File: config.mk
export PLATFORM = sky130hd
export DESIGN_NAME = lcd_parallel_fill_rect_sequencer_flat
export DESIGN_NICKNAME = d
export VERILOG_FILES = /design/src/design/lfr_pkg.sv /design/src/design/lfr_if.sv /design/src/design/lcd_parallel_fill_rect_sequencer.sv /design/src/design/lfr_front.sv /design/src/design/lfr_queue.sv /design/src/design/lfr_back.sv /design/src/flat_wrapper.sv
export SDC_FILE = /design/constraint.sdc
export NUM_CORES = 1
export LEC_CHECK = 0
export ABC_AREA = 1
export BUFFER_PORTS_ARGS = -buffer_cell sky130_fd_sc_hd__clkbuf_2
export CAP_MARGIN = 20
export CORE_MARGIN = 1.5
export CORE_UTILIZATION = 55
export DETAILED_ROUTE_END_ITERATION = 10
export PLACE_DENSITY_LB_ADDON = 0.2
export SYNTH_ARGS = -nofsm -noshare
export SYNTH_HDL_FRONTEND = slang
export SYNTH_HIERARCHICAL = 1
export SYNTH_SLANG_ARGS = --single-unit
File: constraint.sdc
create_clock -name clk -period 6.85 [get_ports clk]
set_input_delay 1.0275 -clock clk [delete_from_list [all_inputs] [get_ports clk]]
set_output_delay 1.0275 -clock clk [all_outputs]
set_load 0.01 [all_outputs]
File: src/design/lfr_pkg.sv
package lfr_pkg;

  // Largest screen side the sequencer supports; wider register values are clamped to it.
  localparam int MAX_SIDE = 2048;
  localparam int SIDE_W   = $clog2(MAX_SIDE + 1);
  localparam int CFG_W    = 12;
  localparam int FIELD_W  = 16;
  localparam int SUM_W    = FIELD_W + 1;
  localparam int BYTE_W   = 8;

  localparam logic [BYTE_W-1:0] CMD_COLUMN   = 8'h2A;
  localparam logic [BYTE_W-1:0] CMD_ROW      = 8'h2B;
  localparam logic [BYTE_W-1:0] CMD_MEMWRITE = 8'h2C;

  localparam logic FUNC_REQUEST = 1'b0;
  localparam logic FUNC_TICK    = 1'b1;

  localparam logic RS_COMMAND = 1'b0;
  localparam logic RS_DATA    = 1'b1;

  typedef enum logic [0:0] {
    REG_SCREEN_WIDTH  = 1'b0,
    REG_SCREEN_HEIGHT = 1'b1
  } reg_idx_t;

  // Bus sequence position, one-hot. Idle means no fill is running.
  typedef enum logic [12:0] {
    ST_IDLE      = 13'h0001,
    ST_COL_CMD   = 13'h0002,
    ST_COL_SH    = 13'h0004,
    ST_COL_SL    = 13'h0008,
    ST_COL_EH    = 13'h0010,
    ST_COL_EL    = 13'h0020,
    ST_ROW_CMD   = 13'h0040,
    ST_ROW_SH    = 13'h0080,
    ST_ROW_SL    = 13'h0100,
    ST_ROW_EH    = 13'h0200,
    ST_ROW_EL    = 13'h0400,
    ST_MEM_CMD   = 13'h0800,
    ST_COLOR     = 13'h1000
  } step_t;

  // A classified word as it travels from the front end to the sequencer.
  typedef struct packed {
    logic                is_tick;
    logic                reject;
    logic [FIELD_W-1:0]  col_start;
    logic [FIELD_W-1:0]  col_end;
    logic [FIELD_W-1:0]  row_start;
    logic [FIELD_W-1:0]  row_end;
    logic [SIDE_W-1:0]   width;
    logic [SIDE_W-1:0]   height;
    logic [FIELD_W-1:0]  color;
  } item_t;

  typedef struct packed {
    logic               accepted;
    logic               write_valid;
    logic               register_select;
    logic [FIELD_W-1:0] bus_word;
    logic               last_write;
    logic               busy_res;
  } result_t;

  function automatic logic [SUM_W-1:0] clamp_side(logic [CFG_W-1:0] v);
    logic [SUM_W-1:0] wide;
    wide = SUM_W'(v);
    return (wide > SUM_W'(MAX_SIDE)) ? SUM_W'(MAX_SIDE) : wide;
  endfunction

endpackage

File: src/design/lfr_if.sv
interface lfr_in_if;
  import lfr_pkg::*;
  logic               valid;
  logic               ready;
  logic               func;
  logic [FIELD_W-1:0] rect_x;
  logic [FIELD_W-1:0] rect_y;
  logic [FIELD_W-1:0] rect_width;
  logic [FIELD_W-1:0] rect_height;
  logic [FIELD_W-1:0] fill_color;

  modport source (
    output valid, func, rect_x, rect_y, rect_width, rect_height, fill_color,
    input  ready
  );
  modport sink (
    input  valid, func, rect_x, rect_y, rect_width, rect_height, fill_color,
    output ready
  );
endinterface

interface lfr_out_if;
  import lfr_pkg::*;
  logic               valid;
  logic               ready;
  logic               accepted;
  logic               write_valid;
  logic               register_select;
  logic [FIELD_W-1:0] bus_word;
  logic               last_write;
  logic               busy_res;

  modport source (
    output valid, accepted, write_valid, register_select, bus_word, last_write, busy_res,
    input  ready
  );
  modport sink (
    input  valid, accepted, write_valid, register_select, bus_word, last_write, busy_res,
    output ready
  );
endinterface

File: src/design/lcd_parallel_fill_rect_sequencer.sv
// Channel   Direction  Handshake       Payload
// cmd       in         valid / ready   func, rect_x, rect_y, rect_width, rect_height, fill_color
// rsp       out        valid / ready   accepted, write_valid, register_select, bus_word,
//                                      last_write, busy_res
// apb       in         psel / penable  paddr, pwdata, prdata (two 12-bit screen registers)
//
// Every word on cmd gives exactly one word on rsp, in order; while rsp does not stall, one word
// is taken per cycle. A word passes the clip stage, the two-entry queue and the output register.
// The sequencer sets the rate, from its state retiring one queued word per cycle unless stalled.
// Reset is synchronous; it empties the pipeline, idles the sequencer and restores 240 x 320.
// When streaming, the queue holds one word, so a stall on rsp lets cmd take one more word into
// the spare queue entry before cmd.ready drops.
module lcd_parallel_fill_rect_sequencer import lfr_pkg::*; (
  input  logic        clk,
  input  logic        rst,
  lfr_in_if.sink      cmd,
  lfr_out_if.source   rsp,
  input  logic        psel,
  input  logic        penable,
  input  logic        pwrite,
  input  logic [2:0]  paddr,
  input  logic [31:0] pwdata,
  output logic [31:0] prdata,
  output logic        pready
);

  logic [CFG_W-1:0] screen_width;
  logic [CFG_W-1:0] screen_height;
  reg_idx_t         reg_sel;
  logic             q_space;
  logic             push;
  item_t            push_item;
  logic             pop;
  logic             head_valid;
  item_t            head;

  // Registers sit at byte offsets 0 and 4, so address bit 2 picks the register.
  assign reg_sel = reg_idx_t'(paddr[2]);
  assign pready  = 1'b1;

  always_comb begin
    unique case (reg_sel)
      REG_SCREEN_WIDTH:  prdata = 32'(screen_width);
      REG_SCREEN_HEIGHT: prdata = 32'(screen_height);
      default:           prdata = '0;
    endcase
  end

  always_ff @(posedge clk) begin
    if (rst) begin
      screen_width  <= CFG_W'(240);
      screen_height <= CFG_W'(320);
    end else if (psel && penable && pwrite && pready) begin
      unique case (reg_sel)
        REG_SCREEN_WIDTH:  screen_width  <= pwdata[CFG_W-1:0];
        REG_SCREEN_HEIGHT: screen_height <= pwdata[CFG_W-1:0];
        default: ;
      endcase
    end
  end

  // The front end checks and clips each request against the screen size.
  lfr_front u_front (
    .clk           (clk),
    .rst           (rst),
    .cmd           (cmd),
    .screen_width  (screen_width),
    .screen_height (screen_height),
    .q_space       (q_space),
    .push          (push),
    .push_item     (push_item)
  );

  // The queue lets the front end keep accepting while the output is stalled.
  lfr_queue u_queue (
    .clk        (clk),
    .rst        (rst),
    .push       (push),
    .push_item  (push_item),
    .space      (q_space),
    .pop        (pop),
    .head_valid (head_valid),
    .head       (head)
  );

  // The sequencer holds the fill state and plays out the bus writes.
  lfr_back u_back (
    .clk     (clk),
    .rst     (rst),
    .q_valid (head_valid),
    .q_item  (head),
    .pop     (pop),
    .rsp     (rsp)
  );

  // The final color word is a data write and ends the fill.
  a_last_ends_fill: assert property (@(posedge clk) disable iff (rst)
    rsp.valid && rsp.last_write |-> rsp.write_valid && rsp.register_select && !rsp.busy_res)
    else $error("last color word does not close the fill");

  // A taken request never carries a bus write and always starts a fill.
  a_accept_starts_fill: assert property (@(posedge clk) disable iff (rst)
    rsp.valid && rsp.accepted |-> !rsp.write_valid && rsp.busy_res)
    else $error("accepted request without a running fill");

  // Words without a bus write carry an all-zero bus payload.
  a_idle_word_clear: assert property (@(posedge clk) disable iff (rst)
    rsp.valid && !rsp.write_valid |->
      rsp.bus_word == '0 && !rsp.register_select && !rsp.last_write)
    else $error("bus payload set on a word without a write");

  // A fill only ends with its last color word or stays running.
  a_busy_drop: assert property (@(posedge clk) disable iff (rst)
    $past(rsp.valid && rsp.ready && rsp.busy_res) && rsp.valid && rsp.write_valid
      |-> rsp.busy_res || rsp.last_write)
    else $error("fill ended without a last color word");

endmodule

File: src/design/lfr_front.sv
module lfr_front import lfr_pkg::*; (
  input  logic             clk,
  input  logic             rst,
  lfr_in_if.sink           cmd,
  input  logic [CFG_W-1:0] screen_width,
  input  logic [CFG_W-1:0] screen_height,
  input  logic             q_space,
  output logic             push,
  output item_t            push_item
);

  logic             f_valid;
  item_t            f_item;
  item_t            item_next;
  logic [SUM_W-1:0] sw;
  logic [SUM_W-1:0] sh;
  logic [SUM_W-1:0] x;
  logic [SUM_W-1:0] y;
  logic [SUM_W-1:0] x_end;
  logic [SUM_W-1:0] y_end;
  logic [SUM_W-1:0] x_lim;
  logic [SUM_W-1:0] y_lim;

  assign cmd.ready = !f_valid || q_space;
  assign push      = f_valid && q_space;
  assign push_item = f_item;

  // Clip the rectangle to the screen: the far edge is the smaller of the
  // requested edge and the screen edge.
  always_comb begin
    sw    = clamp_side(screen_width);
    sh    = clamp_side(screen_height);
    x     = SUM_W'(cmd.rect_x);
    y     = SUM_W'(cmd.rect_y);
    x_end = x + SUM_W'(cmd.rect_width);
    y_end = y + SUM_W'(cmd.rect_height);
    x_lim = (x_end > sw) ? sw : x_end;
    y_lim = (y_end > sh) ? sh : y_end;

    item_next.is_tick   = (cmd.func == FUNC_TICK);
    item_next.reject    = (cmd.rect_width == '0) || (cmd.rect_height == '0) ||
                          (x >= sw) || (y >= sh);
    item_next.col_start = cmd.rect_x;
    item_next.col_end   = FIELD_W'(x_lim - SUM_W'(1));
    item_next.row_start = cmd.rect_y;
    item_next.row_end   = FIELD_W'(y_lim - SUM_W'(1));
    item_next.width     = SIDE_W'(x_lim - x);
    item_next.height    = SIDE_W'(y_lim - y);
    item_next.color     = cmd.fill_color;
  end

  always_ff @(posedge clk) begin
    if (rst) begin
      f_valid <= 1'b0;
    end else if (cmd.ready) begin
      f_valid <= cmd.valid;
    end
  end

  always_ff @(posedge clk) begin
    if (cmd.valid && cmd.ready) begin
      f_item <= item_next;
    end
  end

endmodule

File: src/design/lfr_queue.sv
module lfr_queue import lfr_pkg::*; (
  input  logic  clk,
  input  logic  rst,
  input  logic  push,
  input  item_t push_item,
  output logic  space,
  input  logic  pop,
  output logic  head_valid,
  output item_t head
);

  item_t       slots [2];
  logic        wr_ptr;
  logic        rd_ptr;
  logic [1:0]  count;

  assign space      = (count != 2'd2);
  assign head_valid = (count != 2'd0);
  assign head       = slots[rd_ptr];

  always_ff @(posedge clk) begin
    if (rst) begin
      wr_ptr <= 1'b0;
      rd_ptr <= 1'b0;
      count  <= 2'd0;
    end else begin
      if (push) begin
        wr_ptr <= !wr_ptr;
      end
      if (pop) begin
        rd_ptr <= !rd_ptr;
      end
      count <= count + 2'(push) - 2'(pop);
    end
  end

  always_ff @(posedge clk) begin
    if (push) begin
      slots[wr_ptr] <= push_item;
    end
  end

endmodule

File: src/design/lfr_back.sv
module lfr_back import lfr_pkg::*; (
  input  logic   clk,
  input  logic   rst,
  input  logic   q_valid,
  input  item_t  q_item,
  output logic   pop,
  lfr_out_if.source rsp
);

  step_t              state;
  step_t              state_next;
  logic [FIELD_W-1:0] col_start;
  logic [FIELD_W-1:0] col_end;
  logic [FIELD_W-1:0] row_start;
  logic [FIELD_W-1:0] row_end;
  logic [FIELD_W-1:0] held_color;
  logic [SIDE_W-1:0]  width;
  logic [SIDE_W-1:0]  col_left;
  logic [SIDE_W-1:0]  col_left_next;
  logic [SIDE_W-1:0]  row_left;
  logic [SIDE_W-1:0]  row_left_next;
  logic               load;
  logic               out_valid;
  result_t            out_data;
  result_t            res;

  assign pop = q_valid && (!out_valid || rsp.ready);

  always_comb begin
    res           = '0;
    state_next    = state;
    col_left_next = col_left;
    row_left_next = row_left;
    load          = 1'b0;
    if (!q_item.is_tick) begin
      if (state == ST_IDLE && !q_item.reject) begin
        load          = 1'b1;
        res.accepted  = 1'b1;
        state_next    = ST_COL_CMD;
        col_left_next = q_item.width;
        row_left_next = q_item.height;
      end
    end else if (state != ST_IDLE) begin
      res.write_valid     = 1'b1;
      res.register_select = RS_DATA;
      unique case (state)
        ST_COL_CMD: begin
          res.register_select = RS_COMMAND;
          res.bus_word        = FIELD_W'(CMD_COLUMN);
          state_next          = ST_COL_SH;
        end
        ST_COL_SH: begin
          res.bus_word = FIELD_W'(col_start[FIELD_W-1:BYTE_W]);
          state_next   = ST_COL_SL;
        end
        ST_COL_SL: begin
          res.bus_word = FIELD_W'(col_start[BYTE_W-1:0]);
          state_next   = ST_COL_EH;
        end
        ST_COL_EH: begin
          res.bus_word = FIELD_W'(col_end[FIELD_W-1:BYTE_W]);
          state_next   = ST_COL_EL;
        end
        ST_COL_EL: begin
          res.bus_word = FIELD_W'(col_end[BYTE_W-1:0]);
          state_next   = ST_ROW_CMD;
        end
        ST_ROW_CMD: begin
          res.register_select = RS_COMMAND;
          res.bus_word        = FIELD_W'(CMD_ROW);
          state_next          = ST_ROW_SH;
        end
        ST_ROW_SH: begin
          res.bus_word = FIELD_W'(row_start[FIELD_W-1:BYTE_W]);
          state_next   = ST_ROW_SL;
        end
        ST_ROW_SL: begin
          res.bus_word = FIELD_W'(row_start[BYTE_W-1:0]);
          state_next   = ST_ROW_EH;
        end
        ST_ROW_EH: begin
          res.bus_word = FIELD_W'(row_end[FIELD_W-1:BYTE_W]);
          state_next   = ST_ROW_EL;
        end
        ST_ROW_EL: begin
          res.bus_word = FIELD_W'(row_end[BYTE_W-1:0]);
          state_next   = ST_MEM_CMD;
        end
        ST_MEM_CMD: begin
          res.register_select = RS_COMMAND;
          res.bus_word        = FIELD_W'(CMD_MEMWRITE);
          state_next          = ST_COLOR;
        end
        ST_COLOR: begin
          // Pixels are counted as columns within rows, so no product is needed.
          res.bus_word = held_color;
          if (col_left == SIDE_W'(1)) begin
            col_left_next = width;
            row_left_next = row_left - SIDE_W'(1);
            if (row_left == SIDE_W'(1)) begin
              res.last_write = 1'b1;
              state_next     = ST_IDLE;
            end
          end else begin
            col_left_next = col_left - SIDE_W'(1);
          end
        end
        default: begin
          state_next = ST_IDLE;
        end
      endcase
    end
    res.busy_res = (state_next != ST_IDLE);
  end

  always_ff @(posedge clk) begin
    if (rst) begin
      state     <= ST_IDLE;
      out_valid <= 1'b0;
    end else begin
      if (pop) begin
        state     <= state_next;
        out_valid <= 1'b1;
      end else if (rsp.ready) begin
        out_valid <= 1'b0;
      end
    end
  end

  always_ff @(posedge clk) begin
    if (pop) begin
      out_data <= res;
      col_left <= col_left_next;
      row_left <= row_left_next;
    end
    if (pop && load) begin
      col_start  <= q_item.col_start;
      col_end    <= q_item.col_end;
      row_start  <= q_item.row_start;
      row_end    <= q_item.row_end;
      held_color <= q_item.color;
      width      <= q_item.width;
    end
  end

  assign rsp.valid           = out_valid;
  assign rsp.accepted        = out_data.accepted;
  assign rsp.write_valid     = out_data.write_valid;
  assign rsp.register_select = out_data.register_select;
  assign rsp.bus_word        = out_data.bus_word;
  assign rsp.last_write      = out_data.last_write;
  assign rsp.busy_res        = out_data.busy_res;

endmodule

File: src/flat_wrapper.sv
// flat-port wrapper written by rule: the top's interface ports become plain ports
module lcd_parallel_fill_rect_sequencer_flat import lfr_pkg::*;
  (clk, rst, psel, penable, pwrite, paddr, pwdata, prdata, pready, cmd_valid, cmd_func, cmd_rect_x, cmd_rect_y, cmd_rect_width, cmd_rect_height, cmd_fill_color, cmd_ready, rsp_valid, rsp_accepted, rsp_write_valid, rsp_register_select, rsp_bus_word, rsp_last_write, rsp_busy_res, rsp_ready);
  lfr_in_if cmd_i ();
  lfr_out_if rsp_i ();
  input  logic clk;
  input  logic rst;
  input  logic psel;
  input  logic penable;
  input  logic pwrite;
  input  logic [2:0] paddr;
  input  logic [31:0] pwdata;
  output logic [31:0] prdata;
  output logic pready;
  input wire logic [$bits(cmd_i.valid)-1:0] cmd_valid;
  input wire logic [$bits(cmd_i.func)-1:0] cmd_func;
  input wire logic [$bits(cmd_i.rect_x)-1:0] cmd_rect_x;
  input wire logic [$bits(cmd_i.rect_y)-1:0] cmd_rect_y;
  input wire logic [$bits(cmd_i.rect_width)-1:0] cmd_rect_width;
  input wire logic [$bits(cmd_i.rect_height)-1:0] cmd_rect_height;
  input wire logic [$bits(cmd_i.fill_color)-1:0] cmd_fill_color;
  output wire logic [$bits(cmd_i.ready)-1:0] cmd_ready;
  output wire logic [$bits(rsp_i.valid)-1:0] rsp_valid;
  output wire logic [$bits(rsp_i.accepted)-1:0] rsp_accepted;
  output wire logic [$bits(rsp_i.write_valid)-1:0] rsp_write_valid;
  output wire logic [$bits(rsp_i.register_select)-1:0] rsp_register_select;
  output wire logic [$bits(rsp_i.bus_word)-1:0] rsp_bus_word;
  output wire logic [$bits(rsp_i.last_write)-1:0] rsp_last_write;
  output wire logic [$bits(rsp_i.busy_res)-1:0] rsp_busy_res;
  input wire logic [$bits(rsp_i.ready)-1:0] rsp_ready;
  assign cmd_i.valid = cmd_valid;
  assign cmd_i.func = cmd_func;
  assign cmd_i.rect_x = cmd_rect_x;
  assign cmd_i.rect_y = cmd_rect_y;
  assign cmd_i.rect_width = cmd_rect_width;
  assign cmd_i.rect_height = cmd_rect_height;
  assign cmd_i.fill_color = cmd_fill_color;
  assign cmd_ready = cmd_i.ready;
  assign rsp_valid = rsp_i.valid;
  assign rsp_accepted = rsp_i.accepted;
  assign rsp_write_valid = rsp_i.write_valid;
  assign rsp_register_select = rsp_i.register_select;
  assign rsp_bus_word = rsp_i.bus_word;
  assign rsp_last_write = rsp_i.last_write;
  assign rsp_busy_res = rsp_i.busy_res;
  assign rsp_i.ready = rsp_ready;
  lcd_parallel_fill_rect_sequencer u_core (.clk(clk), .rst(rst), .cmd(cmd_i), .rsp(rsp_i), .psel(psel), .penable(penable), .pwrite(pwrite), .paddr(paddr), .pwdata(pwdata), .prdata(prdata), .pready(pready));
endmodule
==> results of run 1 <==
final cells by class:
type / instances / area, um2 / area share
repair buffers: 147 / 766 / 0.0274
multi-input cells: 1458 / 8930 / 0.320
inverters: 299 / 1130 / 0.0404
well taps: 592 / 741 / 0.0265
clock inverters: 37 / 502 / 0.0180
clock buffers: 56 / 1320 / 0.0471
flip-flops and latches: 499 / 14500 / 0.521
cells in the final DEF, fill, tap and decap left out, types with 11 or more instances in the layout:
cell type	count
nor3_1	24
o21ai_0	68
xor2_1	35
bufinv_16	11
nand3_1	115
mux2_2	66
inv_2	11
nor2_4	12
inv_1	285
nand4_1	30
dfxtp_1	43
clkbuf_16	52
conb_1	21
edfxtp_1	455
mux2_4	40
nand2_4	11
nand2_1	528
nand2_2	26
nor2_1	160
nor2_2	25
nor4_1	15
buf_4	12
xnor2_1	18
ha_1	110
clkbuf_2	135
a21oi_1	67
worst reg2reg max path: cells and delay by family (launching register included):
family,cells,cell delay [ps]
adders and majority gates,2,700
buffers and inverters,1,70
AOI/OAI and AO/OA,6,1330
DFF,1,360
and+or+nand+nor,23,2810
synth_stat cells (23+ instances only):
| master | count |
|---|---|
| nand2_1 | 528 |
| edfxtp_1 | 455 |
| inv_1 | 286 |
| nor2_1 | 162 |
| nand3_1 | 115 |
| ha_1 | 110 |
| a21oi_1 | 68 |
| o21ai_0 | 68 |
| mux2_2 | 66 |
| dfxtp_1 | 44 |
| mux2_4 | 40 |
| xor2_1 | 35 |
| nand4_1 | 30 |
| nand2_2 | 26 |
| nor2_2 | 25 |
| nor3_1 | 24 |
| buf_4 | 23 |
final timing paths:
path / to / slack (ps) / cells past startpoint
hold / removal: u_core/u_queue/slots[1][57]$_DFFE_PP_ / 440 / 0
setup / recovery: u_core/u_front/push_item[39]$_DFFE_PP_ / 880 / 34
setup reg to reg: u_core/u_front/push_item[39]$_DFFE_PP_ / 1340 / 32
hold reg to reg: u_core/u_queue/slots[1][57]$_DFFE_PP_ / 440 / 0
metal layers:
metal  routed length, um  part of all wire
met1               23800              0.44
met2               26100              0.49
met3                2710             0.050
met4                1160             0.022
met5                   0                 0
flip-flops by register name, summed over array words and instances, names as in the netlist, named ones only:
signal	flops
u_core/screen_height	12
u_core/screen_width	12
u_core/u_back/col_end	16
u_core/u_back/col_left	12
u_core/u_back/col_start	16
u_core/u_back/held_color	16
u_core/u_back/row_end	16
u_core/u_back/row_left	12
u_core/u_back/row_start	16
u_core/u_back/rsp.accepted	1
u_core/u_back/rsp.bus_word	16
u_core/u_back/rsp.busy_res	1
u_core/u_back/rsp.last_write	1
u_core/u_back/rsp.register_select	1
u_core/u_back/rsp.valid	1
u_core/u_back/rsp.write_valid	1
u_core/u_back/state	13
u_core/u_back/width	12
u_core/u_front/f_valid	1
u_core/u_front/push_item	106
u_core/u_queue/count	2
u_core/u_queue/rd_ptr	1
u_core/u_queue/slots	212
u_core/u_queue/wr_ptr	1
power by group through the flow:
stage | Clock, mW | Sequential (mW) | Combinational, mW
finish | 2.96 | 4.00 | 2.04
global placement | 0 | 4.04 | 1.98
detailed placement | 0 | 4.06 | 2.03
floorplan | 0 | 4.02 | 1.58
CTS | 3.01 | 4.00 | 2.04
global route | 3.13 | 4.03 | 2.25
kinds of logic (layout without fill, tap and decap cells):
| kind of cell | Yosys count | after routing | synth area share |
|---|---|---|---|
| AO/OA/AOI/OAI | 176 | 176 | 0.0399 |
| AND/OR/NAND/NOR | 987 | 987 | 0.182 |
| adder cells (fa/ha/maj) | 114 | 114 | 0.0583 |
| other | 2 | 21 | 0.000300 |
| XOR/XNOR | 54 | 54 | 0.0195 |
| flip-flops | 499 | 499 | 0.582 |
| buffers and inverters | 365 | 539 | 0.0650 |
| multiplexers | 106 | 106 | 0.0537 |
==> key figures, run 1 <==
Pwr
  – Pwr dens: 322 nW/um2
  – P_sw: 2.62 mW
  – Pleak: 11.9 nW
  – Max VDD drop: 0.251 mV
  – Clock power share: 0.329
  – Int Pwr: 6.38 mW
  – Design Power: 9.00 mW
  – Logic pwr share: 0.226
  – Register share of total power: 0.444
  – Switching part of the total: 0.291

Critical path
  – Worst Setup Start Kind: input pin
  – Slowest-stage cell, CP: fa_1
  – CP max stage delay: 420 ps
  – Worst Path Required: 7180 ps
  – Crit path DAT: 6300 ps
  – Kind of critical path: input pin to register
  – Worst r2r src: u_core/screen_width[4]$_SDFFE_PP1P_
  – CP startpoint: cmd_rect_x[0]
  – CP max FO: 15
  – Cell mode on critical path: nand2_1
  – Crit path max-delay family: simple AND/OR/NAND/NOR gates
  – CP bufs+invs: 2
  – CP endpoint kind: register

STA
  – Hold WS: 443 ps
  – Slew HR: 0.314
  – Tcrit/Tclk final: 0.871
  – Worst-Margin Slew: 1020 ps
  – Worst Setup Slack, final: 883 ps
  – Final-report hold violation count: 0
  – Setup TNS: 0 ps
  – Fin crit period: 5970 ps
  – Setup violators final: 0
  – RSZ-0062 raised after global routing: no
  – Final Max Slew Viols: 0
  – Fmax: 0.168 GHz
  – Clock skew: 31.4 ps

Final layout
  – Layout cells sized above 1: 0.183
  – Fin cells: 3,088
  – Area Overhead vs Synth: 11.7%
  – Fin nets: 2,693
  – Post-layout util: 0.628
  – Design area: 27,900 um2
  – Fill cells: 3,506
  – Inserted Diodes: 0

Drt
  – Vias: 16,200
  – DR iter-0 viols: 972
  – Drt total wl: 53.7 mm
  – Post-DRT Antenna Nets: 0
  – Via density: 5.25
  – DR WL/cell: 17.4 um
  – DRC errors left: 0
  – 1st-pass router iterations: 6

Die
  – Die area: 46,700 um2
  – Overall die height: 216 um
  – Starting Density: 0.562
  – Core region area: 44,500 um2
  – # rows: 77
  – Die Wd: 216 um
  – # IOs: 179

Global routing
  – Antenna violations before repair: 0
  – Total track usage: 0.229
  – First-pass GRT wire length: 83.9 mm
  – GR Layer Usage met3: 0.0341
  – Vias in the first global route: 16,100
  – Largest net degree at the start of global routing: 74
  – Met1 GRT Util: 0.308
  – Met2 GRT Util: 0.390
  – Grt ovf: 0
  – Busiest grt layer: met2

Yosys
  – Synth area leader: edfxtp_1
  – Synthesized flop and latch total: 499
  – Post-synthesis sequential area ratio: 0.582
  – Syn_area_per_cell: 10.9 um2
  – Syn. warnings: 6
  – Count of cell types in the netlist: 61
  – Post-synth EDFFs: 455
  – Mapped cell area: 25,000 um2
  – Largest cells by area after synthesis: edfxtp_1, nand2_1, ha_1
  – Cells after Synth: 2,303
  – Synth top area share: 0.546
  – Asr flop ratio synth: 0
  – Predominant post-synthesis flop cell: edfxtp_1

Min path
  – Worst hold path class: register to register
  – Worst hold start: u_core/u_front/push_item[57]$_DFFE_PP_

CTS
  – Max clock buf depth: 3
  – Hold Buf Count CTS: 0
  – Post-CTS Setup Inserts: 0
  – Clock Tree Root: clkbuf_16
  – CTS tree: done
  – H-Tree Depth: 2
  – Clock-pin slew on the worst setup and hold paths: 60 ps
  – Number of buffers created by CTS: 51
  – CTS-repair resized insts: 0
  – # clock sinks: 499
  – Worst skew pair latency: 590 ps

Outcome
  – Status: completed

Place
  – Routability cong.: 0.883
  – Buffers on Ports: 135
  – DP HPWL: 38.8 mm
  – Cell Count Post-Placement: 2,995
  – DP Area: 26,100 um2
  – Setup WS pre-CTS: 418 ps

Run
  – Maxcap violations: 0
(Power assumes the default switching activity.)
==> run 2, diff against run 1 <==
Settings changed: ABC_AREA 1 to default.
==> run 2 against run 1 <==
Wire length is 3.2% lower. Area after synthesis fell by 3.9%. Largest power group unchanged. Clock power decreased by 2%. Clock skew fell by 20 ps. Total power shrank 6.6%. Non-clock buffer count grew 48.
==> key figures, run 2 <==
Outcome
  – Status: completed (unchanged)

Pwr
  – Max VDD drop: 0.202 mV (was 0.251 mV)
  – Pwr dens: 308 nW/um2 (was 322 nW/um2)
  – Pleak: 10.3 nW (was 11.9 nW)
  – Design Power: 8.40 mW (was 9.00 mW)

CTS
  – Post-CTS Setup Inserts: 0 (unchanged)
  – Number of buffers created by CTS: 51 (unchanged)
  – Max clock buf depth: 3 (unchanged)
  – Worst skew pair latency: 590 ps (about the same)
  – Clock Tree Root: clkbuf_16 (unchanged)
  – H-Tree Depth: 2 (unchanged)
  – Clock-pin slew on the worst setup and hold paths: 60 ps (about the same)
  – Hold Buf Count CTS: 0 (unchanged)
  – CTS tree: done (unchanged)
  – # clock sinks: 499 (unchanged)

Drt
  – Metal-1 WL: 23.2 mm (was 23.8 mm)
  – Met3 wire len: 2.63 mm (was 2.71 mm)
  – DR WL/cell: 20.2 um (was 17.4 um)
  – DRC errors left: 0 (unchanged)
  – Post-DRT Antenna Nets: 0 (unchanged)
  – Top sig layer: met5 (was met4)
  – DR iter-0 viols: 1,137 (was 972)
  – Metal2 WL: 24.6 mm (was 26.1 mm)
  – 1st-pass router iterations: 5 (was 6)
  – Vias: 14,500 (was 16,200)
  – Via density: 5.64 (was 5.25)
  – Drt total wl: 52.0 mm (was 53.7 mm)

Global routing
  – Total track usage: 0.235 (was 0.229)
  – First-pass GRT wire length: 80.1 mm (was 83.9 mm)
  – Antenna violations before repair: 1 (was 0)
  – Vias in the first global route: 14,500 (was 16,100)
  – Largest net degree at the start of global routing: 64 (was 74)
  – Grt ovf: 0 (unchanged)

Final layout
  – Fin nets: 2,179 (was 2,693)
  – Layout cells sized above 1: 0.227 (was 0.183)
  – Max reg flops: 212 (unchanged)
  – Most common cell after layout, fill and taps aside: edfxtp_1 (was nand2_1)
  – Area Overhead vs Synth: 13.8% (was 11.7%)
  – Design area: 27,300 um2 (was 27,900 um2)
  – Inserted Diodes: 0 (unchanged)
  – Biggest register: u_core/u_queue/slots (unchanged)
  – Commonest non-fill, non-tap cells in the layout: edfxtp_1, clkbuf_2, ha_1 (was nand2_1, edfxtp_1, inv_1)
  – Post-layout util: 0.634 (was 0.628)

Critical path
  – Cell mode on critical path: a21oi_1 (was nand2_1)
  – CP endpoint kind: register (unchanged)
  – Worst Setup Start Kind: input pin (unchanged)
  – Kind of critical path: input pin to register (unchanged)
  – Slowest-stage cell, CP: fa_1 (unchanged)
  – Worst Path Required: 7180 ps (about the same)
  – Crit path DAT: 6790 ps (was 6300 ps)
  – CP max FO: 9 (was 15)
  – CP max stage delay: 390 ps (was 420 ps)
  – Crit path max-delay family: compound AO/OA/AOI/OAI gates (was simple AND/OR/NAND/NOR gates)
  – CP bufs+invs: 4 (was 2)

Yosys
  – Synthesized flop and latch total: 499 (unchanged)
  – Post-synthesis sequential area ratio: 0.606 (was 0.582)
  – Syn. warnings: 6 (unchanged)
  – Count of cell types in the netlist: 101 (was 61)
  – Synth area leader: edfxtp_1 (unchanged)
  – Count leader, synth: edfxtp_1 (was nand2_1)
  – Predominant post-synthesis flop cell: edfxtp_1 (unchanged)
  – Synth top area share: 0.569 (was 0.546)
  – Largest cells by area after synthesis: edfxtp_1, ha_1, mux2_2 (was edfxtp_1, nand2_1, ha_1)
  – Asr flop ratio synth: 0 (unchanged)
  – Cells after Synth: 1,749 (was 2,303)
  – Mapped cell area: 24,000 um2 (was 25,000 um2)
  – Synth top cells by count: edfxtp_1, ha_1, nor2_1 (was nand2_1, edfxtp_1, inv_1)
  – Post-synth EDFFs: 455 (unchanged)
  – Syn_area_per_cell: 13.7 um2 (was 10.9 um2)

STA
  – Clock skew: 11.5 ps (was 31.4 ps)
  – Fin crit period: 6460 ps (was 5970 ps)
  – Setup violators final: 0 (unchanged)
  – Worst Setup Slack, final: 389 ps (was 883 ps)
  – Final Max Slew Viols: 0 (unchanged)
  – Slew HR: 0.307 (was 0.314)
  – Tcrit/Tclk final: 0.943 (was 0.871)
  – Fmax: 0.155 GHz (was 0.168 GHz)
  – RSZ-0062 raised after global routing: no (unchanged)
  – Final-report hold violation count: 0 (unchanged)
  – Worst-Margin Slew: 1040 ps (was 1020 ps)
  – Setup TNS: 0 ps (unchanged)

Place
  – Buffers on Ports: 135 (unchanged)
  – DP Area: 25,500 um2 (was 26,100 um2)
  – Routability cong.: 0.914 (was 0.883)
  – Setup WS pre-CTS: -169 ps (was 418 ps)
  – DP HPWL: 36.7 mm (was 38.8 mm)

Min path
  – Worst hold path class: register to register (unchanged)

Die
  – Overall die height: 212 um (was 216 um)
  – Core region area: 43,100 um2 (was 44,500 um2)
  – Die Wd: 212 um (was 216 um)
  – # IOs: 179 (unchanged)
  – # rows: 76 (was 77)
  – Die area: 44,900 um2 (was 46,700 um2)
  – Starting Density: 0.558 (was 0.562)

Run
  – Maxcap violations: 0 (unchanged)
run 2: cell types whose count changed in the layout (fill, tap and decap cells not counted), sizes merged, moves of 39 or more:
cell,before,now
nor2,200,100
nand3,126,25
buf,12,59
mux2i,0,47
nand2b,0,39
nand2,565,77
inv,303,90
run 2: per-stage QoR:
stage | hold WS (ps) | cells
detailed placement | 429 | 2471
global placement | 422 | 2470
finish | 443 | 2570
floorplan | 421 | 1768
CTS | 441 | 2567
global route | 447 | 2570
run 2: power by group:
part / internal, mW / switching (mW) / total [mW]
Clock: 1.74 / 1.17 / 2.91
Sequential: 3.77 / 0.200 / 3.97
Combinational: 0.694 / 0.836 / 1.53
Total: 6.20 / 2.21 / 8.40
run 2: cells by family (layout without fill, tap and decap cells):
kind of cell               after synthesis  after routing  synth area share
DFF                                    499            499             0.606
and+or+nand+nor                        438            438            0.0982
AOI/OAI and AO/OA                      268            268            0.0783
muxes                                  184            184            0.0914
buffers and inverters                  161            378            0.0336
adders and majority gates              114            114            0.0606
xor gates and xnor gates                83             83            0.0320
other                                    2             21          0.000313
run 2: final cells by class:
cell class,count,area (um2)
clock buffers,57,1320
multi-input cells,1108,8800
well taps,585,732
flip-flops and latches,499,14500
inverters,87,327
clock inverters,39,455
fillers,3209,15700
repair buffers,195,1150
run 2: final timing paths:
| check | start | to | slack [ps] | cells past startpoint |
|---|---|---|---|---|
| max | cmd_rect_y[0] | u_core/u_front/push_item[27]$_DFFE_PP_ | 390 | 27 |
| min | u_core/u_front/push_item[100]$_DFFE_PP_ | u_core/u_queue/slots[1][100]$_DFFE_PP_ | 440 | 0 |
| max reg2reg | u_core/screen_height[11]$_SDFFE_PP0P_ | u_core/u_front/push_item[27]$_DFFE_PP_ | 1170 | 22 |
| min reg2reg | u_core/u_front/push_item[100]$_DFFE_PP_ | u_core/u_queue/slots[1][100]$_DFFE_PP_ | 440 | 0 |
run 2: timing repair:
action	4_1_cts	5_1_grt
setup endpoints to repair	0	2
hold endpoints to repair	0	0
resized for setup	0	1
run 2: layer usage:
metal | track usage | vias up
li1 | - | 7001
met3 | 0.0309 | 92
met1 | 0.320 | 7020
met4 | 0.0862 | 2
met2 | 0.387 | 380
met5 | 0 | -
==> run 3, diff against run 2 <==
Settings changed: BUFFER_PORTS_ARGS -buffer_cell sky130_fd_sc_hd__clkbuf_2 to -buffer_cell sky130_fd_sc_hd__buf_4.
==> run 3 against run 2 <==
Non-clock buffer count down 7. Clock power shrank 12%. Critical endpoint unchanged. Sequential power barely moved. Register-to-register slack improved by 140 ps. Critical path depth is 2 higher.
==> key figures, run 3 (synthesized netlist as in run 2, its figures left out) <==
Critical path
  – R2R Path End: u_core/u_front/push_item[27]$_DFFE_PP_ (unchanged)
  – Kind of critical path: input pin to register (unchanged)
  – FF-to-FF path depth: 22 (unchanged)
  – R2R Setup Slk: 1310 ps (was 1170 ps)
  – CP max FO: 4 (was 9)
  – Worst r2r src: u_core/screen_height[11]$_SDFFE_PP0P_ (unchanged)
  – Crit path DAT: 6720 ps (was 6790 ps)
  – CP max stage delay: 410 ps (was 390 ps)
  – Worst Path Required: 7170 ps (was 7180 ps)
  – CP endpoint kind: register (unchanged)
  – Slowest-stage cell, CP: a2111oi_4 (was fa_1)
  – Worst Setup Start Kind: input pin (unchanged)

Drt
  – DR WL/cell: 20.2 um (about the same)
  – DRC errors left: 0 (unchanged)
  – Top sig layer: met5 (unchanged)
  – Drt total wl: 51.8 mm (was 52.0 mm)
  – Metal-1 WL: 23.3 mm (was 23.2 mm)
  – Post-DRT Antenna Nets: 0 (unchanged)
  – Metal2 WL: 24.6 mm (about the same)
  – Via density: 5.68 (was 5.64)
  – Met3 wire len: 2.34 mm (was 2.63 mm)
  – 1st-pass router iterations: 5 (unchanged)
  – DR iter-0 viols: 1,104 (was 1,137)
  – Vias: 14,500 (about the same)

CTS
  – # clock sinks: 499 (unchanged)
  – Max clock buf depth: 3 (unchanged)
  – H-Tree Depth: 2 (unchanged)
  – Clock Tree Root: clkbuf_16 (unchanged)
  – Worst skew pair latency: 590 ps (about the same)
  – Number of buffers created by CTS: 50 (was 51)
  – Post-CTS Setup Inserts: 0 (unchanged)
  – Hold Buf Count CTS: 0 (unchanged)
  – Clock-pin slew on the worst setup and hold paths: 60 ps (about the same)
  – CTS-repair resized insts: 0 (unchanged)
  – CTS tree: done (unchanged)

STA
  – Hold WS: 432 ps (was 443 ps)
  – Clock skew: 24.4 ps (was 11.5 ps)
  – RSZ-0062 raised after global routing: no (unchanged)
  – Fin crit period: 6400 ps (was 6460 ps)
  – Final Max Slew Viols: 0 (unchanged)
  – Worst-Margin Slew: 1110 ps (was 1040 ps)
  – Fmax: 0.156 GHz (was 0.155 GHz)
  – Setup violators final: 0 (unchanged)
  – Setup TNS: 0 ps (unchanged)
  – Tcrit/Tclk final: 0.935 (was 0.943)
  – Slew HR: 0.259 (was 0.307)
  – Final-report hold violation count: 0 (unchanged)

Global routing
  – Grt ovf: 0 (unchanged)
  – Vias in the first global route: 14,400 (was 14,500)
  – Largest net degree at the start of global routing: 56 (was 64)
  – First-pass GRT wire length: 79.6 mm (was 80.1 mm)
  – Total track usage: 0.233 (was 0.235)
  – Antenna violations before repair: 1 (unchanged)

Final layout
  – Area Overhead vs Synth: 13.9% (was 13.8%)
  – Commonest non-fill, non-tap cells in the layout: edfxtp_1, buf_4, ha_1 (was edfxtp_1, clkbuf_2, ha_1)
  – Fin nets: 2,171 (was 2,179)
  – Post-layout util: 0.635 (was 0.634)
  – Layout cells sized above 1: 0.220 (was 0.227)
  – Inserted Diodes: 0 (unchanged)
  – Design area: 27,400 um2 (was 27,300 um2)
  – Fin cells: 2,558 (was 2,570)
  – Max reg flops: 212 (unchanged)
  – Biggest register: u_core/u_queue/slots (unchanged)
  – Most common cell after layout, fill and taps aside: edfxtp_1 (unchanged)

Pwr
  – Pleak: 10.2 nW (was 10.3 nW)
  – Max VDD drop: 0.211 mV (was 0.202 mV)
  – Pwr dens: 296 nW/um2 (was 308 nW/um2)

Die
  – Starting Density: 0.558 (unchanged)
  – Die Wd: 212 um (unchanged)
  – Core region area: 43,100 um2 (unchanged)
  – # IOs: 179 (unchanged)
  – Die area: 44,900 um2 (unchanged)
  – Overall die height: 212 um (unchanged)
  – # rows: 76 (unchanged)

Run
  – Maxcap violations: 0 (unchanged)

Place
  – Routability cong.: 0.894 (was 0.914)
  – DP HPWL: 36.6 mm (was 36.7 mm)
  – Buffers on Ports: 135 (unchanged)
  – Cell Count Post-Placement: 2,467 (was 2,471)
  – DP Area: 25,800 um2 (was 25,500 um2)

Min path
  – Worst hold path stage count: 0 (unchanged)
  – Worst hold start: u_core/u_front/push_item[45]$_DFFE_PP_ (was u_core/u_front/push_item[100]$_DFFE_PP_)
  – Worst hold path class: register to register (unchanged)
  – Worst Hold Path EP: u_core/u_queue/slots[0][45]$_DFFE_PP_ (was u_core/u_queue/slots[1][100]$_DFFE_PP_)

Outcome
  – Status: completed (unchanged)
## run 3: cell types whose count changed in the layout (fill, tap and decap cells not counted), moves of 2 or more
cell	delta
clkinv_2	-4
inv_8	-2
bufinv_16	-7
clkbuf_1	+5
buf_4	+130
clkinvlp_4	+6
clkbuf_2	-135
## run 3: final cells by class
type	instances	area [um2]
clock inverters	30	228
repair buffers	188	1410
fillers	3197	15700
clock buffers	61	1310
multi-input cells	1108	8800
flip-flops and latches	499	14500
inverters	87	327
well taps	585	732
## run 3: how the worst max path moves through the flow
stage / from / end / slack, ps / cells past startpoint
after detailed placement: cmd_rect_y[0] / u_core/u_front/push_item[27]$_DFFE_PP_ / -250 / 25
after CTS: cmd_rect_y[0] / u_core/u_front/push_item[27]$_DFFE_PP_ / 330 / 25
after global placement: cmd_rect_y[0] / u_core/u_front/push_item[27]$_DFFE_PP_ / -10 / 25
after floorplan: cmd_rect_y[4] / u_core/u_front/push_item[27]$_DFFE_PP_ / 30 / 29
final: cmd_rect_y[0] / u_core/u_front/push_item[27]$_DFFE_PP_ / 450 / 29
after global routing: cmd_rect_y[0] / u_core/u_front/push_item[27]$_DFFE_PP_ / 100 / 29
## run 3: through the flow
| stage | power [mW] | worst slack (ps) |
|---|---|---|
| floorplan | 5.11 | 25.8 |
| global placement | 5.56 | -10.6 |
| detailed placement | 5.61 | -254 |
| CTS | 8.18 | 328 |
| global route | 8.45 | 98.9 |
| finish | 8.11 | 446 |
## run 3: per-layer routing
| metal | vias to the layer above | global-route usage |
|---|---|---|
| met5 | - | 0 |
| met4 | 2 | 0.0833 |
| met3 | 89 | 0.0276 |
| met2 | 413 | 0.378 |
| met1 | 7053 | 0.325 |
| li1 | 6960 | - |
## run 3: critical path, delay by kind of cell
family                     cells  cell delay, ps
AOI/OAI and AO/OA             12            2440
xor gates and xnor gates       2             500
adders and majority gates      4            1170
buffers and inverters          3             350
muxes                          1             240
and+or+nand+nor                7             980
## run 3: report_power, final
part / switching [mW] / total [mW] / internal [mW]
combinational: 0.850 / 1.58 / 0.730
clock: 1.12 / 2.57 / 1.44
sequential: 0.191 / 3.96 / 3.77
